`config.mk`:
```
export PLATFORM = sky130hd
export DESIGN_NAME = lfu_cache_table
export DESIGN_NICKNAME = d
export VERILOG_FILES = /design/src/rtl/lfu_pkg.sv /design/src/rtl/lfu_cache_table.sv /design/src/rtl/lfu_ctrl.sv /design/src/rtl/lfu_dpath.sv
export SDC_FILE = /design/constraint.sdc
export NUM_CORES = 2
export LEC_CHECK = 0
export ABC_AREA = 0
export BUFFER_PORTS_ARGS = -buffer_cell sky130_fd_sc_hd__buf_2
export CAP_MARGIN = 20
export CORE_MARGIN = 2
export CORE_UTILIZATION = 30
export CTS_CLUSTER_DIAMETER = 50
export DETAILED_ROUTE_END_ITERATION = 12
export PLACE_DENSITY_LB_ADDON = 0.08
export SETUP_SLACK_MARGIN = 0.05
export SLEW_MARGIN = 20
export SYNTH_ARGS = -nofsm -noshare
export SYNTH_HDL_FRONTEND = slang
export SYNTH_SLANG_ARGS = --single-unit
```
`constraint.sdc`:
```
create_clock -name clock -period 16.7 [get_ports clock]
set_input_delay 2.505 -clock clock [delete_from_list [all_inputs] [get_ports clock]]
set_output_delay 2.505 -clock clock [all_outputs]
set_load 0.01 [all_outputs]
```
`src/rtl/lfu_pkg.sv`:
```
// Shared constants, types and handshake structs of the LFU cache table.
`default_nettype none

package lfu_pkg;

   localparam int MAX_ENTRIES = 16;
   localparam int IDX_W       = (MAX_ENTRIES > 1) ? $clog2(MAX_ENTRIES) : 1;
   localparam int CNT_W       = $clog2(MAX_ENTRIES + 1);

   localparam int KEY_W   = 32;
   localparam int DATA_W  = 32;
   localparam int COUNT_W = 16;
   localparam int STAMP_W = 32;
   localparam int CAP_W   = 5;

   localparam logic [CAP_W-1:0]   CAP_RESET = 5'd16;
   localparam logic [COUNT_W-1:0] COUNT_MAX = '1;

   localparam logic CMD_GET = 1'b0;
   localparam logic CMD_PUT = 1'b1;

   typedef struct packed {
      logic [KEY_W-1:0]   key;
      logic [DATA_W-1:0]  data;
      logic [COUNT_W-1:0] count;
      logic [STAMP_W-1:0] stamp;
   } entry_type;

   // controller -> datapath
   typedef struct packed {
      logic load;    // latch request, clear scan results
      logic issue;   // read the next slot
      logic commit;  // write back and load the response register
   } lfu_cmd_type;

   // datapath -> controller
   typedef struct packed {
      logic issue_last;
   } lfu_status_type;

endpackage

`default_nettype wire

```
`src/rtl/lfu_cache_table.sv`:
```
// Top level of the LFU cache table: stream ports, controller and datapath.
// Pacing: a new request is accepted only in idle, after the previous transaction has committed;
// the 16-entry scan through the single registered read port of the entry memory sets the pace
//   (accept, a read of each of the 16 entries, drain, commit; commit waits while a response is held).
// Reset: synchronous; clears all slot valid bits, the stamp sequence and the response
//   valid flag, and sets capacity to 16. No clearing pass; entry contents stay undefined.
`default_nettype none

module lfu_cache_table import lfu_pkg::*; (
   input  wire logic        clock,
   input  wire logic        reset,
   input  wire logic        req_tvalid,
   output logic             req_tready,
   input  wire logic [63:0] req_tdata,   // [31:0] key, [63:32] value
   input  wire logic        req_tuser,   // [0] cmd
   output logic             rsp_tvalid,
   input  wire logic        rsp_tready,
   output logic [31:0]      rsp_tdata,   // [31:0] read_value
   output logic             rsp_tuser,   // [0] found
   input  wire logic        csr_valid,
   output logic             csr_ready,
   input  wire logic [4:0]  csr_data     // capacity
);

   lfu_cmd_type    cmd;
   lfu_status_type status;
   logic           cfg_we;

   assign csr_ready = 1'b1;
   assign cfg_we    = csr_valid && csr_ready;

   lfu_ctrl u_ctrl (
      .clock      (clock),
      .reset      (reset),
      .req_tvalid (req_tvalid),
      .req_tready (req_tready),
      .rsp_tvalid (rsp_tvalid),
      .rsp_tready (rsp_tready),
      .cmd        (cmd),
      .status     (status)
   );

   lfu_dpath u_dpath (
      .clock          (clock),
      .reset          (reset),
      .cmd            (cmd),
      .status         (status),
      .req_cmd        (req_tuser),
      .req_key        (req_tdata[31:0]),
      .req_value      (req_tdata[63:32]),
      .cfg_we         (cfg_we),
      .cfg_capacity   (csr_data),
      .rsp_found      (rsp_tuser),
      .rsp_read_value (rsp_tdata)
   );

   a_busy_after_accept: assert property (@(posedge clock) disable iff (reset)
      (req_tvalid && req_tready) |=> !req_tready)
      else $error("request accepted while a transaction is in flight");

   a_commit_out_free: assert property (@(posedge clock) disable iff (reset)
      cmd.commit |-> (!rsp_tvalid || rsp_tready))
      else $error("commit would overwrite a pending response");

   a_commit_shows_rsp: assert property (@(posedge clock) disable iff (reset)
      cmd.commit |=> rsp_tvalid)
      else $error("commit did not raise response valid");

   a_load_not_commit: assert property (@(posedge clock) disable iff (reset)
      !(cmd.load && (cmd.commit || cmd.issue)))
      else $error("load overlaps scan or commit");

endmodule

`default_nettype wire

```
`src/rtl/lfu_ctrl.sv`:
```
// Sequencer of the LFU cache table: accept, scan, drain, commit.
`default_nettype none

module lfu_ctrl import lfu_pkg::*; (
   input  wire logic           clock,
   input  wire logic           reset,
   input  wire logic           req_tvalid,
   output logic                req_tready,
   output logic                rsp_tvalid,
   input  wire logic           rsp_tready,
   output lfu_cmd_type         cmd,
   input  wire lfu_status_type status
);

   typedef enum logic [1:0] {
      ST_IDLE,
      ST_SCAN,
      ST_DRAIN,
      ST_COMMIT
   } state_type;

   state_type state_ff;
   state_type state_in;
   logic      rsp_valid_ff;
   logic      out_free;

   assign out_free   = !rsp_valid_ff || rsp_tready;
   assign req_tready = (state_ff == ST_IDLE);
   assign rsp_tvalid = rsp_valid_ff;

   always_comb begin
      cmd        = '0;
      cmd.load   = (state_ff == ST_IDLE) && req_tvalid;
      cmd.issue  = (state_ff == ST_SCAN);
      cmd.commit = (state_ff == ST_COMMIT) && out_free;
   end

   always_comb begin
      state_in = state_ff;
      case (state_ff)
         ST_IDLE: begin
            if (req_tvalid) state_in = ST_SCAN;
         end
         ST_SCAN: begin
            if (status.issue_last) state_in = ST_DRAIN;
         end
         ST_DRAIN: begin
            state_in = ST_COMMIT;
         end
         ST_COMMIT: begin
            // wait here while the previous response is still held
            if (out_free) state_in = ST_IDLE;
         end
         default: begin
            state_in = ST_IDLE;
         end
      endcase
   end

   always_ff @(posedge clock) begin
      if (reset) begin
         state_ff     <= ST_IDLE;
         rsp_valid_ff <= 1'b0;
      end else begin
         state_ff <= state_in;
         if (cmd.commit) rsp_valid_ff <= 1'b1;
         else if (rsp_tready) rsp_valid_ff <= 1'b0;
      end
   end

endmodule

`default_nettype wire

```
`src/rtl/lfu_dpath.sv`:
```
// Datapath of the LFU cache table: entry memory, scan accumulators, write back.
`default_nettype none

module lfu_dpath import lfu_pkg::*; (
   input  wire logic              clock,
   input  wire logic              reset,
   input  wire lfu_cmd_type       cmd,
   output lfu_status_type         status,
   input  wire logic              req_cmd,
   input  wire logic [KEY_W-1:0]  req_key,
   input  wire logic [DATA_W-1:0] req_value,
   input  wire logic              cfg_we,
   input  wire logic [CAP_W-1:0]  cfg_capacity,
   output logic                   rsp_found,
   output logic [DATA_W-1:0]      rsp_read_value
);

   entry_type          entry_mem [MAX_ENTRIES];
   entry_type          rd_entry_ff;
   logic               slot_valid_ff [MAX_ENTRIES];

   logic [CAP_W-1:0]   capacity_ff;
   logic [STAMP_W-1:0] seq_ff;

   logic [IDX_W-1:0]   rd_idx_ff;
   logic               cmp_vld_ff;
   logic [IDX_W-1:0]   cmp_idx_ff;

   logic               is_put_ff;
   logic [KEY_W-1:0]   key_ff;
   logic [DATA_W-1:0]  value_ff;

   logic               hit_ff;
   logic [IDX_W-1:0]   hit_idx_ff;
   logic [DATA_W-1:0]  hit_data_ff;
   logic [COUNT_W-1:0] hit_count_ff;
   logic [STAMP_W-1:0] hit_stamp_ff;

   logic               vic_ff;
   logic [IDX_W-1:0]   vic_idx_ff;
   logic [COUNT_W-1:0] vic_count_ff;
   logic [STAMP_W-1:0] vic_age_ff;

   logic               free_ff;
   logic [IDX_W-1:0]   free_idx_ff;
   logic [CNT_W-1:0]   used_ff;

   logic               rsp_found_ff;
   logic [DATA_W-1:0]  rsp_data_ff;

   // compare stage
   logic               cur_valid;
   logic [STAMP_W-1:0] cur_age;
   logic               take_hit;
   logic               take_vic;
   logic               take_free;

   // commit
   logic               bump_ok;
   logic [COUNT_W-1:0] new_count;
   logic [STAMP_W-1:0] new_stamp;
   logic [31:0]        cap_lim;
   logic               full;
   logic               evict;
   logic               ins_from_vic;
   logic               ins_ok;
   logic [IDX_W-1:0]   ins_idx;
   logic               put_active;
   logic               wr_en;
   logic [IDX_W-1:0]   wr_idx;
   entry_type          wr_entry;
   logic               seq_adv;
   logic               clr_vic;
   logic               set_ins;

   assign status.issue_last = (rd_idx_ff == IDX_W'(MAX_ENTRIES - 1));

   assign cur_valid = slot_valid_ff[cmp_idx_ff];
   assign cur_age   = seq_ff - rd_entry_ff.stamp;   // modulo 2^32 age
   assign take_hit  = cmp_vld_ff && cur_valid && (rd_entry_ff.key == key_ff);
   assign take_free = cmp_vld_ff && !cur_valid && !free_ff;
   assign take_vic  = cmp_vld_ff && cur_valid &&
                      (!vic_ff || (rd_entry_ff.count < vic_count_ff) ||
                       ((rd_entry_ff.count == vic_count_ff) && (cur_age > vic_age_ff)));

   assign bump_ok   = (hit_count_ff != COUNT_MAX);
   assign new_count = bump_ok ? hit_count_ff + COUNT_W'(1) : hit_count_ff;
   assign new_stamp = bump_ok ? seq_ff : hit_stamp_ff;

   assign cap_lim      = (32'(capacity_ff) > 32'(MAX_ENTRIES)) ? 32'(MAX_ENTRIES)
                                                             : 32'(capacity_ff);
   assign full         = (32'(used_ff) >= cap_lim);
   assign evict        = full && vic_ff;
   assign ins_from_vic = evict && (!free_ff || (vic_idx_ff < free_idx_ff));
   assign ins_ok       = free_ff || evict;
   assign ins_idx      = ins_from_vic ? vic_idx_ff : free_idx_ff;
   assign put_active   = (is_put_ff == CMD_PUT) && (capacity_ff != '0);

   always_comb begin
      wr_en    = 1'b0;
      wr_idx   = hit_idx_ff;
      wr_entry = '{key: key_ff, data: value_ff, count: new_count, stamp: new_stamp};
      seq_adv  = 1'b0;
      clr_vic  = 1'b0;
      set_ins  = 1'b0;
      if (cmd.commit) begin
         if (hit_ff && ((is_put_ff == CMD_GET) || put_active)) begin
            wr_en         = 1'b1;
            wr_entry.data = (is_put_ff == CMD_PUT) ? value_ff : hit_data_ff;
            seq_adv       = bump_ok;
         end else if (!hit_ff && put_active) begin
            clr_vic = evict;
            if (ins_ok) begin
               wr_en    = 1'b1;
               set_ins  = 1'b1;
               wr_idx   = ins_idx;
               wr_entry = '{key: key_ff, data: value_ff, count: COUNT_W'(1), stamp: seq_ff};
               seq_adv  = 1'b1;
            end
         end
      end
   end

   // entry memory: one write port, one registered read port
   always_ff @(posedge clock) begin
      if (wr_en) entry_mem[wr_idx] <= wr_entry;
      rd_entry_ff <= entry_mem[rd_idx_ff];
   end

   always_ff @(posedge clock) begin
      if (reset) begin
         for (int i = 0; i < MAX_ENTRIES; i++) slot_valid_ff[i] <= 1'b0;
      end else begin
         if (clr_vic) slot_valid_ff[vic_idx_ff] <= 1'b0;
         if (set_ins) slot_valid_ff[ins_idx] <= 1'b1;
      end
   end

   always_ff @(posedge clock) begin
      if (reset) begin
         capacity_ff <= CAP_RESET;
         seq_ff      <= '0;
         cmp_vld_ff  <= 1'b0;
      end else begin
         if (cfg_we) capacity_ff <= cfg_capacity;
         if (seq_adv) seq_ff <= seq_ff + STAMP_W'(1);
         cmp_vld_ff <= cmd.issue;
      end
   end

   always_ff @(posedge clock) begin
      cmp_idx_ff <= rd_idx_ff;
      if (cmd.load) begin
         rd_idx_ff <= '0;
         is_put_ff <= req_cmd;
         key_ff    <= req_key;
         value_ff  <= req_value;
      end else if (cmd.issue) begin
         rd_idx_ff <= rd_idx_ff + IDX_W'(1);
      end

      if (cmd.load) begin
         hit_ff  <= 1'b0;
         vic_ff  <= 1'b0;
         free_ff <= 1'b0;
         used_ff <= '0;
      end else begin
         if (cmp_vld_ff && cur_valid) used_ff <= used_ff + CNT_W'(1);
         if (take_hit) begin
            hit_ff       <= 1'b1;
            hit_idx_ff   <= cmp_idx_ff;
            hit_data_ff  <= rd_entry_ff.data;
            hit_count_ff <= rd_entry_ff.count;
            hit_stamp_ff <= rd_entry_ff.stamp;
         end
         if (take_vic) begin
            vic_ff       <= 1'b1;
            vic_idx_ff   <= cmp_idx_ff;
            vic_count_ff <= rd_entry_ff.count;
            vic_age_ff   <= cur_age;
         end
         if (take_free) begin
            free_ff     <= 1'b1;
            free_idx_ff <= cmp_idx_ff;
         end
      end

      if (cmd.commit) begin
         rsp_found_ff <= hit_ff;
         rsp_data_ff  <= (hit_ff && (is_put_ff == CMD_GET)) ? hit_data_ff : '0;
      end
   end

   assign rsp_found      = rsp_found_ff;
   assign rsp_read_value = rsp_data_ff;

endmodule

`default_nettype wire

```
== Word level (Yosys, flattened, before mapping) ==
Memories as Yosys holds them, arrays and structs flattened. A register that Yosys moved wholly into a read port is not among the register bits.
Index checks and enable logic that the tools add are counted.

* Register bits after elaboration: 295
* Bits in writable memories: 1808
* Input bits: 75
* Output and inout bits: 36
* Bits in latches: 0
* Bits in read-only memories: 0
* Memories: 2

{| class="wikitable"
|+ Memory list
! name !! words !! width !! rd ports !! clocked after memory_dff !! wr ports !! line !! source
|-
| u_dpath.entry_mem || 16 || 112 || 1 || 1 || 1 || lfu_dpath.sv:18 || <nowiki>entry_type entry_mem [MAX_ENTRIES];</nowiki>
|-
| u_dpath.slot_valid_ff || 16 || 1 || 1 || 1 || 16 || lfu_dpath.sv:20 || <nowiki>logic slot_valid_ff [MAX_ENTRIES];</nowiki>
|}

* Reduce and logical (&&, ||, !) cells: 34
* Multiply operators: 0
* Add/subtract/negate cells: 5
* Shift operators: 0
* Bitwise gates (word level): 2
* Muxes and demuxes: 47
* Divide/modulo/power cells: 0
* Magnitude comparators: 5
* Equality and inequality tests: 10

{| class="wikitable"
|+ Operators by type and width
! cell !! count
|-
| $mux 48 || 3
|-
| $mux 32 || 3
|-
| $mux 80 || 1
|-
| $add 32x1->32 const B || 1
|-
| $eq 32x32->1 || 1
|-
| $ge 5x32->1 || 1
|-
| $gt 32x32->1 || 1
|-
| $sub 32x32->32 || 1
|-
| $mux 4 || 7
|-
| $mux 1 || 27
|-
| $add 16x1->16 const B || 1
|-
| $eq 16x16->1 || 1
|-
| $lt 16x16->1 || 1
|-
| $mux 16 || 1
|-
| $ne 16x16->1 const B || 1
|-
| $logic_and 1x1->1 || 14
|-
| $pmux 2 s4 || 1
|-
| $logic_or 1x1->1 || 6
|-
| $mux 2 || 3
|-
| $reduce_and 2->1 || 3
|-
| $add 5x1->5 const B || 1
|-
| $gt 5x5->1 const B || 1
|-
| $logic_not 1->1 || 5
|-
| $mux 5 || 1
|-
| 13 further kinds || 17
|}

== Longest topological paths before layout ==
* Depth in word-level cells: 14
* Depth in mapped cells: 20
* Gate-level depth less buffers: 20

== Modules after synthesis ==
From an unflattened synthesis, not the netlist that was laid out.

* Cell total of the unflattened synthesis: 3904
* Area total of the unflattened synthesis: 84949.0 µm²

{| class="wikitable"
|+ By module, submodules not included
! module !! cells an instance !! area each (µm²) !! instances
|-
| lfu_dpath || 3878 || 84722.5 || 1
|-
| lfu_ctrl || 24 || 215.2 || 1
|-
| lfu_cache_table || 2 || 11.3 || 1
|}

== Least setup slack after synthesis ==
Ideal clock, no wire load.

* Path kind: input to register
* Start point: input rsp_tready
* End point: memory u_dpath.entry_mem[0][0] (netlist name), enable pin
* Data arrival time: 13.148 ns
* Cell stages on the path: 8
* Data required time: 15.980 ns
* Slack: 2.833 ns
* Setup time: 0.720 ns
* Path through: nor2b_1 nor2b_1 and4bb_2 and2_1 clkbuf_1 clkbuf_1 a21oi_1 nor3_1

{| class="wikitable"
|+ RTL lines
! item !! line !! source
|-
| start, declared || lfu_cache_table.sv:17 || <nowiki>input wire logic rsp_tready,</nowiki>
|-
| end, declared || lfu_dpath.sv:18 ||
|}

== Final worst setup path ==
* Start point: register u_dpath.seq_ff[0]
* End point: register u_dpath.vic_idx_ff[2], enable pin

* Word-level cells in the longest chain between the ends: 6

{| class="wikitable"
|+ Ends and longest elaborated chain
! item !! line !! source
|-
| start, declared || lfu_dpath.sv:23 || <nowiki>logic [STAMP_W-1:0] seq_ff;</nowiki>
|-
| start signal, assigned || lfu_dpath.sv:146 || <nowiki>if (seq_adv) seq_ff <= seq_ff + STAMP_W'(1);</nowiki>
|-
| $sub 32x32->32 || lfu_dpath.sv:79 || <nowiki>assign cur_age = seq_ff - rd_entry_ff.stamp;</nowiki>
|-
| net u_dpath.cur_age[30] || lfu_dpath.sv:53 || <nowiki>logic [STAMP_W-1:0] cur_age;</nowiki>
|-
| $gt 32x32->1 || lfu_dpath.sv:84 || <nowiki>((rd_entry_ff.count == vic_count_ff) && (cur_age > vic_age_ff)));</nowiki>
|-
| $logic_and 1x1->1 || lfu_dpath.sv:84 ||
|-
| $logic_or 1x1->1 || lfu_dpath.sv:83 || <nowiki>(!vic_ff || (rd_entry_ff.count < vic_count_ff) ||</nowiki>
|-
| $logic_and 1x1->1 || lfu_dpath.sv:82 || <nowiki>assign take_vic = cmp_vld_ff && cur_valid &&</nowiki>
|-
| $reduce_and 2->1 (no source line) || n/a ||
|-
| end signal, assigned || lfu_dpath.sv:178 || <nowiki>vic_idx_ff <= cmp_idx_ff;</nowiki>
|-
| end, declared || lfu_dpath.sv:40 || <nowiki>logic [IDX_W-1:0] vic_idx_ff;</nowiki>
|}

The timed path passes the listed nets, and every way through them passes these cells.
A chain may end at the register's enable or synchronous reset.

==> parameters.txt <==
Parameter                              Value

Run status
  Run status ... completed

Route
  Total via count after detailed routing ... around 40000
  Vias per std cell ... just under 5
  Drc violations ... 0
  First-pass iteration count of the detailed router ... 5
  Routed wire length ... about 230000 µm
  Average routed wire per standard cell ... between 20 and 30 µm
  Number of antenna-violating nets in the routed design ... 0
  Initial DRC count ... roughly 2900

Place
  IO buf count ... about 110
  Global placer's final weighted congestion ... 0.724
  Post-Place Worst Slack ... approximately 10 ns
  Dpl hpwl ... 126000 µm

Setup path
  R2r worst-path depth ... 21
  Endpoint type of the worst setup path ... flip-flop
  Worst setup path startpoint ... u_dpath.seq_ff[0]$_SDFFE_PP0P_
  Worst-path cell with the longest stage delay ... nor4_1
  Worst Path Required ... ~17 ns
  Max Fanout on Critical Path ... 52
  RR Startpoint ... u_dpath.seq_ff[0]$_SDFFE_PP0P_
  Endpoint of the worst register-to-register path ... u_dpath.vic_idx_ff[2]$_DFFE_PP_
  Kind of launch point of the worst setup path ... flip-flop
  Register-to-Register Setup Slack ... ~10 ns
  Highest cell delay on the worst timing path ... 0.66 ns
  Worst Path Arrival ... a little under 7 ns
  Category of the most critical setup path ... reg2reg
  Destination of the critical timing path ... u_dpath.vic_idx_ff[2]$_DFFE_PP_
  CP Cell Sequence ... inv_1, ha_1, inv_1, fa_1, a211o_1, a211oi_1, o21ai_0, o311ai_2, nor3_1, a2111o_1, a31oi_1, xnor2_1, ha_1, nand4_1, nor4_1, nand2_1, nor3_1, a221o_1, nor4_1, nor3_2, buf_4

Floorplanning
  Number of top-level pins ... 111
  Die Wd ... 535 µm
  Full die area ... about 0.29 mm²
  Floorplan core area ... around 0.28 mm²
  Effective utilization at floorplan ... a little under a third
  Rows ... approximately 200
  Vert. Die Dim ... roughly 540 µm

Run
  Number of maximum-capacitance constraint violations ... 0

Layout
  Final core utilization ... 35.8%
  Area delta synth->final ... 18.9%
  Fraction of final layout cells with drive strength greater than 1 ... a little under a third
  Final net count ... about 4500

Global routing
  Maximum number of pins on one net before global-route repair ... between 100 and 150
  Antenna violations before repair ... 15
  Total global routing overflow ... 0
  Busiest layer in global routing ... met2
  Global routing usage on met1 ... a little under a quarter
  Met2 Resource Use GR ... between 20 and 30%
  Global-route wire length before repair ... around 320000 µm
  Global-route total usage across every layer ... between 15 and 20%
  Number of global-route vias before repair ... 42310
  GRT met3 Usage ... 2.41%

Timing
  Worst Skew ... ~0.045 ns
  RSZ-0062 raised after global routing ... false
  Max-slew violations ... 0
  Maximum clock rate ... between 150 and 200 MHz
  Final hold violations ... 0
  Total Neg Setup Slack ... 0 ns
  Minimum clock period ... roughly 6.4 ns
  Number of setup violations in the final report ... 0
  Max transition margin ... 24.5%
  Final setup margin ... ~10 ns
  Worst-margin pin slew ... between 1 and 1.5 ns
  Final period utilization ... a little under two fifths

CTS
  Hold-fix buffers, CTS ... 0
  Worst skew pair latency ... between 0.8 and 0.9 ns
  CTS-repair resized insts ... 0
  CTS sink count ... around 2200
  Root buffer cell ... clkbuf_16
  H-tree Lvls ... 5
  Deepest clock path buffer count ... 4
  Clock buffer count from CTS ... 300
  TritonCTS clock tree ... built
  CTS clock-pin slew for the worst setup and hold paths ... roughly 0.06 ns
  Buffers inserted during post-CTS setup optimization ... 0

Worst hold path
  Path class of the lowest-slack min-delay path ... reg2reg
  WHS Path Cells ... 0

Synthesis
  Cell Area, Synth ... 0.0847 mm²
  Asr flop ratio synth ... 0%
  Number of warnings printed during yosys synthesis ... 0
  Top flip-flop cell by instance count after synthesis ... edfxtp_1
  Post-synth net total ... roughly 4000
  Mean area per synthesized cell ... ~22 µm²
  Synthesis-stage register bit count ... approximately 2200
  Most used standard cells in the synthesized netlist ... edfxtp_1 (2030), mux4_2 (565), dfxtp_1 (185), inv_1 (106), ha_1 (95)
  Count of flip-flops with a built-in enable after synthesis ... slightly above 2000
  Post-synth cell types ... 71
  Cell count after synthesis ... 3920
  Area fraction of the dominant cell type after synthesis ... between 70% and 80%
  Cell with the most instances after synthesis ... edfxtp_1
  Top cells by area, synth ... edfxtp_1 (72%), mux4_2 (15%), dfxtp_1 (4.4%)
  Seq/Total Area, Yosys ... between 70% and 80%
  Leading area contributor after synthesis ... edfxtp_1

Power
  Areal power density over the cells ... between 150 and 200 mW/mm²
  VDD IR-drop max ... between 0.07 and 0.08 mV
  Leakage component of the power ... roughly 31 nW
worst max-delay path: cells and delay by family, from the launching register on:
family	cells	cell delay (ns)
AOI/OAI and AO/OA	7	2.25
and+or+nand+nor	7	1.60
adders and majority gates	3	0.87
buffers and inverters	3	0.78
DFF	1	0.34
xor gates and xnor gates	1	0.11
logic make-up after synthesis:
group / count (synthesis) / synth area share [%]
multiplexers: 636 / 15.9
adder cells (fa/ha/maj): 96 / 1.43
buffers and inverters: 267 / 1.21
AO/OA/AOI/OAI: 221 / 1.75
flip-flops: 2215 / 76.3
AND/OR/NAND/NOR: 388 / 2.36
other: 1 / 0.00443
XOR/XNOR: 96 / 0.992
flip-flops by register name, summed over array words and instances (netlist names), 2 cells and up:
register / count
u_dpath.slot_valid_ff: 16
u_dpath.seq_ff: 32
u_dpath.hit_data_ff: 32
u_dpath.rd_idx_ff: 4
u_dpath.vic_idx_ff: 4
u_dpath.vic_count_ff: 16
u_dpath.rd_entry_ff: 112
u_dpath.vic_age_ff: 32
u_dpath.entry_mem: 1792
u_dpath.hit_stamp_ff: 32
u_dpath.rsp_read_value: 32
u_dpath.value_ff: 32
u_dpath.key_ff: 32
u_dpath.capacity_ff: 5
u_dpath.cmp_idx_ff: 4
u_dpath.used_ff: 5
u_dpath.hit_idx_ff: 4
u_dpath.free_idx_ff: 4
u_ctrl.state_ff: 2
u_dpath.hit_count_ff: 16
worst min-delay path by stage:
| stage | start | to | slack (ns) |
|---|---|---|---|
| 4_1_cts | u_dpath.rd_entry_ff[67]$_DFF_P_ | u_dpath.hit_data_ff[19]$_DFFE_PP_ | 0.40 |
| 6_report | u_dpath.rd_entry_ff[59]$_DFF_P_ | u_dpath.hit_data_ff[11]$_DFFE_PP_ | 0.39 |
| 3_5_place_dp | u_dpath.rd_entry_ff[67]$_DFF_P_ | u_dpath.hit_data_ff[19]$_DFFE_PP_ | 0.39 |
| 2_1_floorplan | u_dpath.rd_idx_ff[2]$_SDFFE_PP0P_ | u_dpath.cmp_idx_ff[2]$_DFF_P_ | 0.33 |
| 3_3_place_gp | u_dpath.rd_entry_ff[62]$_DFF_P_ | u_dpath.hit_data_ff[14]$_DFFE_PP_ | 0.39 |
| 5_1_grt | u_dpath.rd_entry_ff[59]$_DFF_P_ | u_dpath.hit_data_ff[11]$_DFFE_PP_ | 0.40 |
where the power goes:
| part | total [mW] | internal, mW | switching [mW] |
|---|---|---|---|
| Combinational | 2.01 | 0.892 | 1.12 |
| Sequential | 6.62 | 6.41 | 0.203 |
| Clock | 6.52 | 3.99 | 2.53 |
per-stage QoR:
step	cell area [µm²]	hold slack (ns)	cells	power, mW
after floorplan	84700	0.329	3920	8.01
after global placement	90400	0.388	7720	8.83
after detailed placement	90400	0.389	7721	8.81
after CTS	101000	0.402	8275	15.4
after global routing	101000	0.402	8278	15.8
final	101000	0.395	8285	15.1
area by class of cell:
type	instances	area, µm²
fill	26068	181000
sequential	2215	64700
multi-input combinational	1438	19200
clock buffer	372	8140
tap	3743	4680
clock inverter	182	2100
timing repair buffer	220	1510
inverter	107	407
antenna	8	20.0
cells in the final DEF (no fill, tap or decap), drive strengths merged, types with 20 or more instances in the layout:
cell,n
mux4,565
nand4,32
nand2,70
clkinvlp,30
xnor2,45
bufinv,31
nand3,32
clkinv,86
a21o,30
nor3,35
edfxtp,2030
nor2,95
mux2,58
clkbuf,372
dfxtp,185
buf,220
nor4,20
and2,40
o21ai,42
inv,142
a21oi,60
ha,95
xor2,51
routing by layer:
| metal | share of wire [%] | wire length (µm) |
|---|---|---|
| met2 | 47 | 107000 |
| met3 | 4.1 | 9410 |
| met4 | 1.8 | 4200 |
| met5 | 0 | 0 |
| met1 | 47 | 107000 |
(Power assumes the default switching activity.)
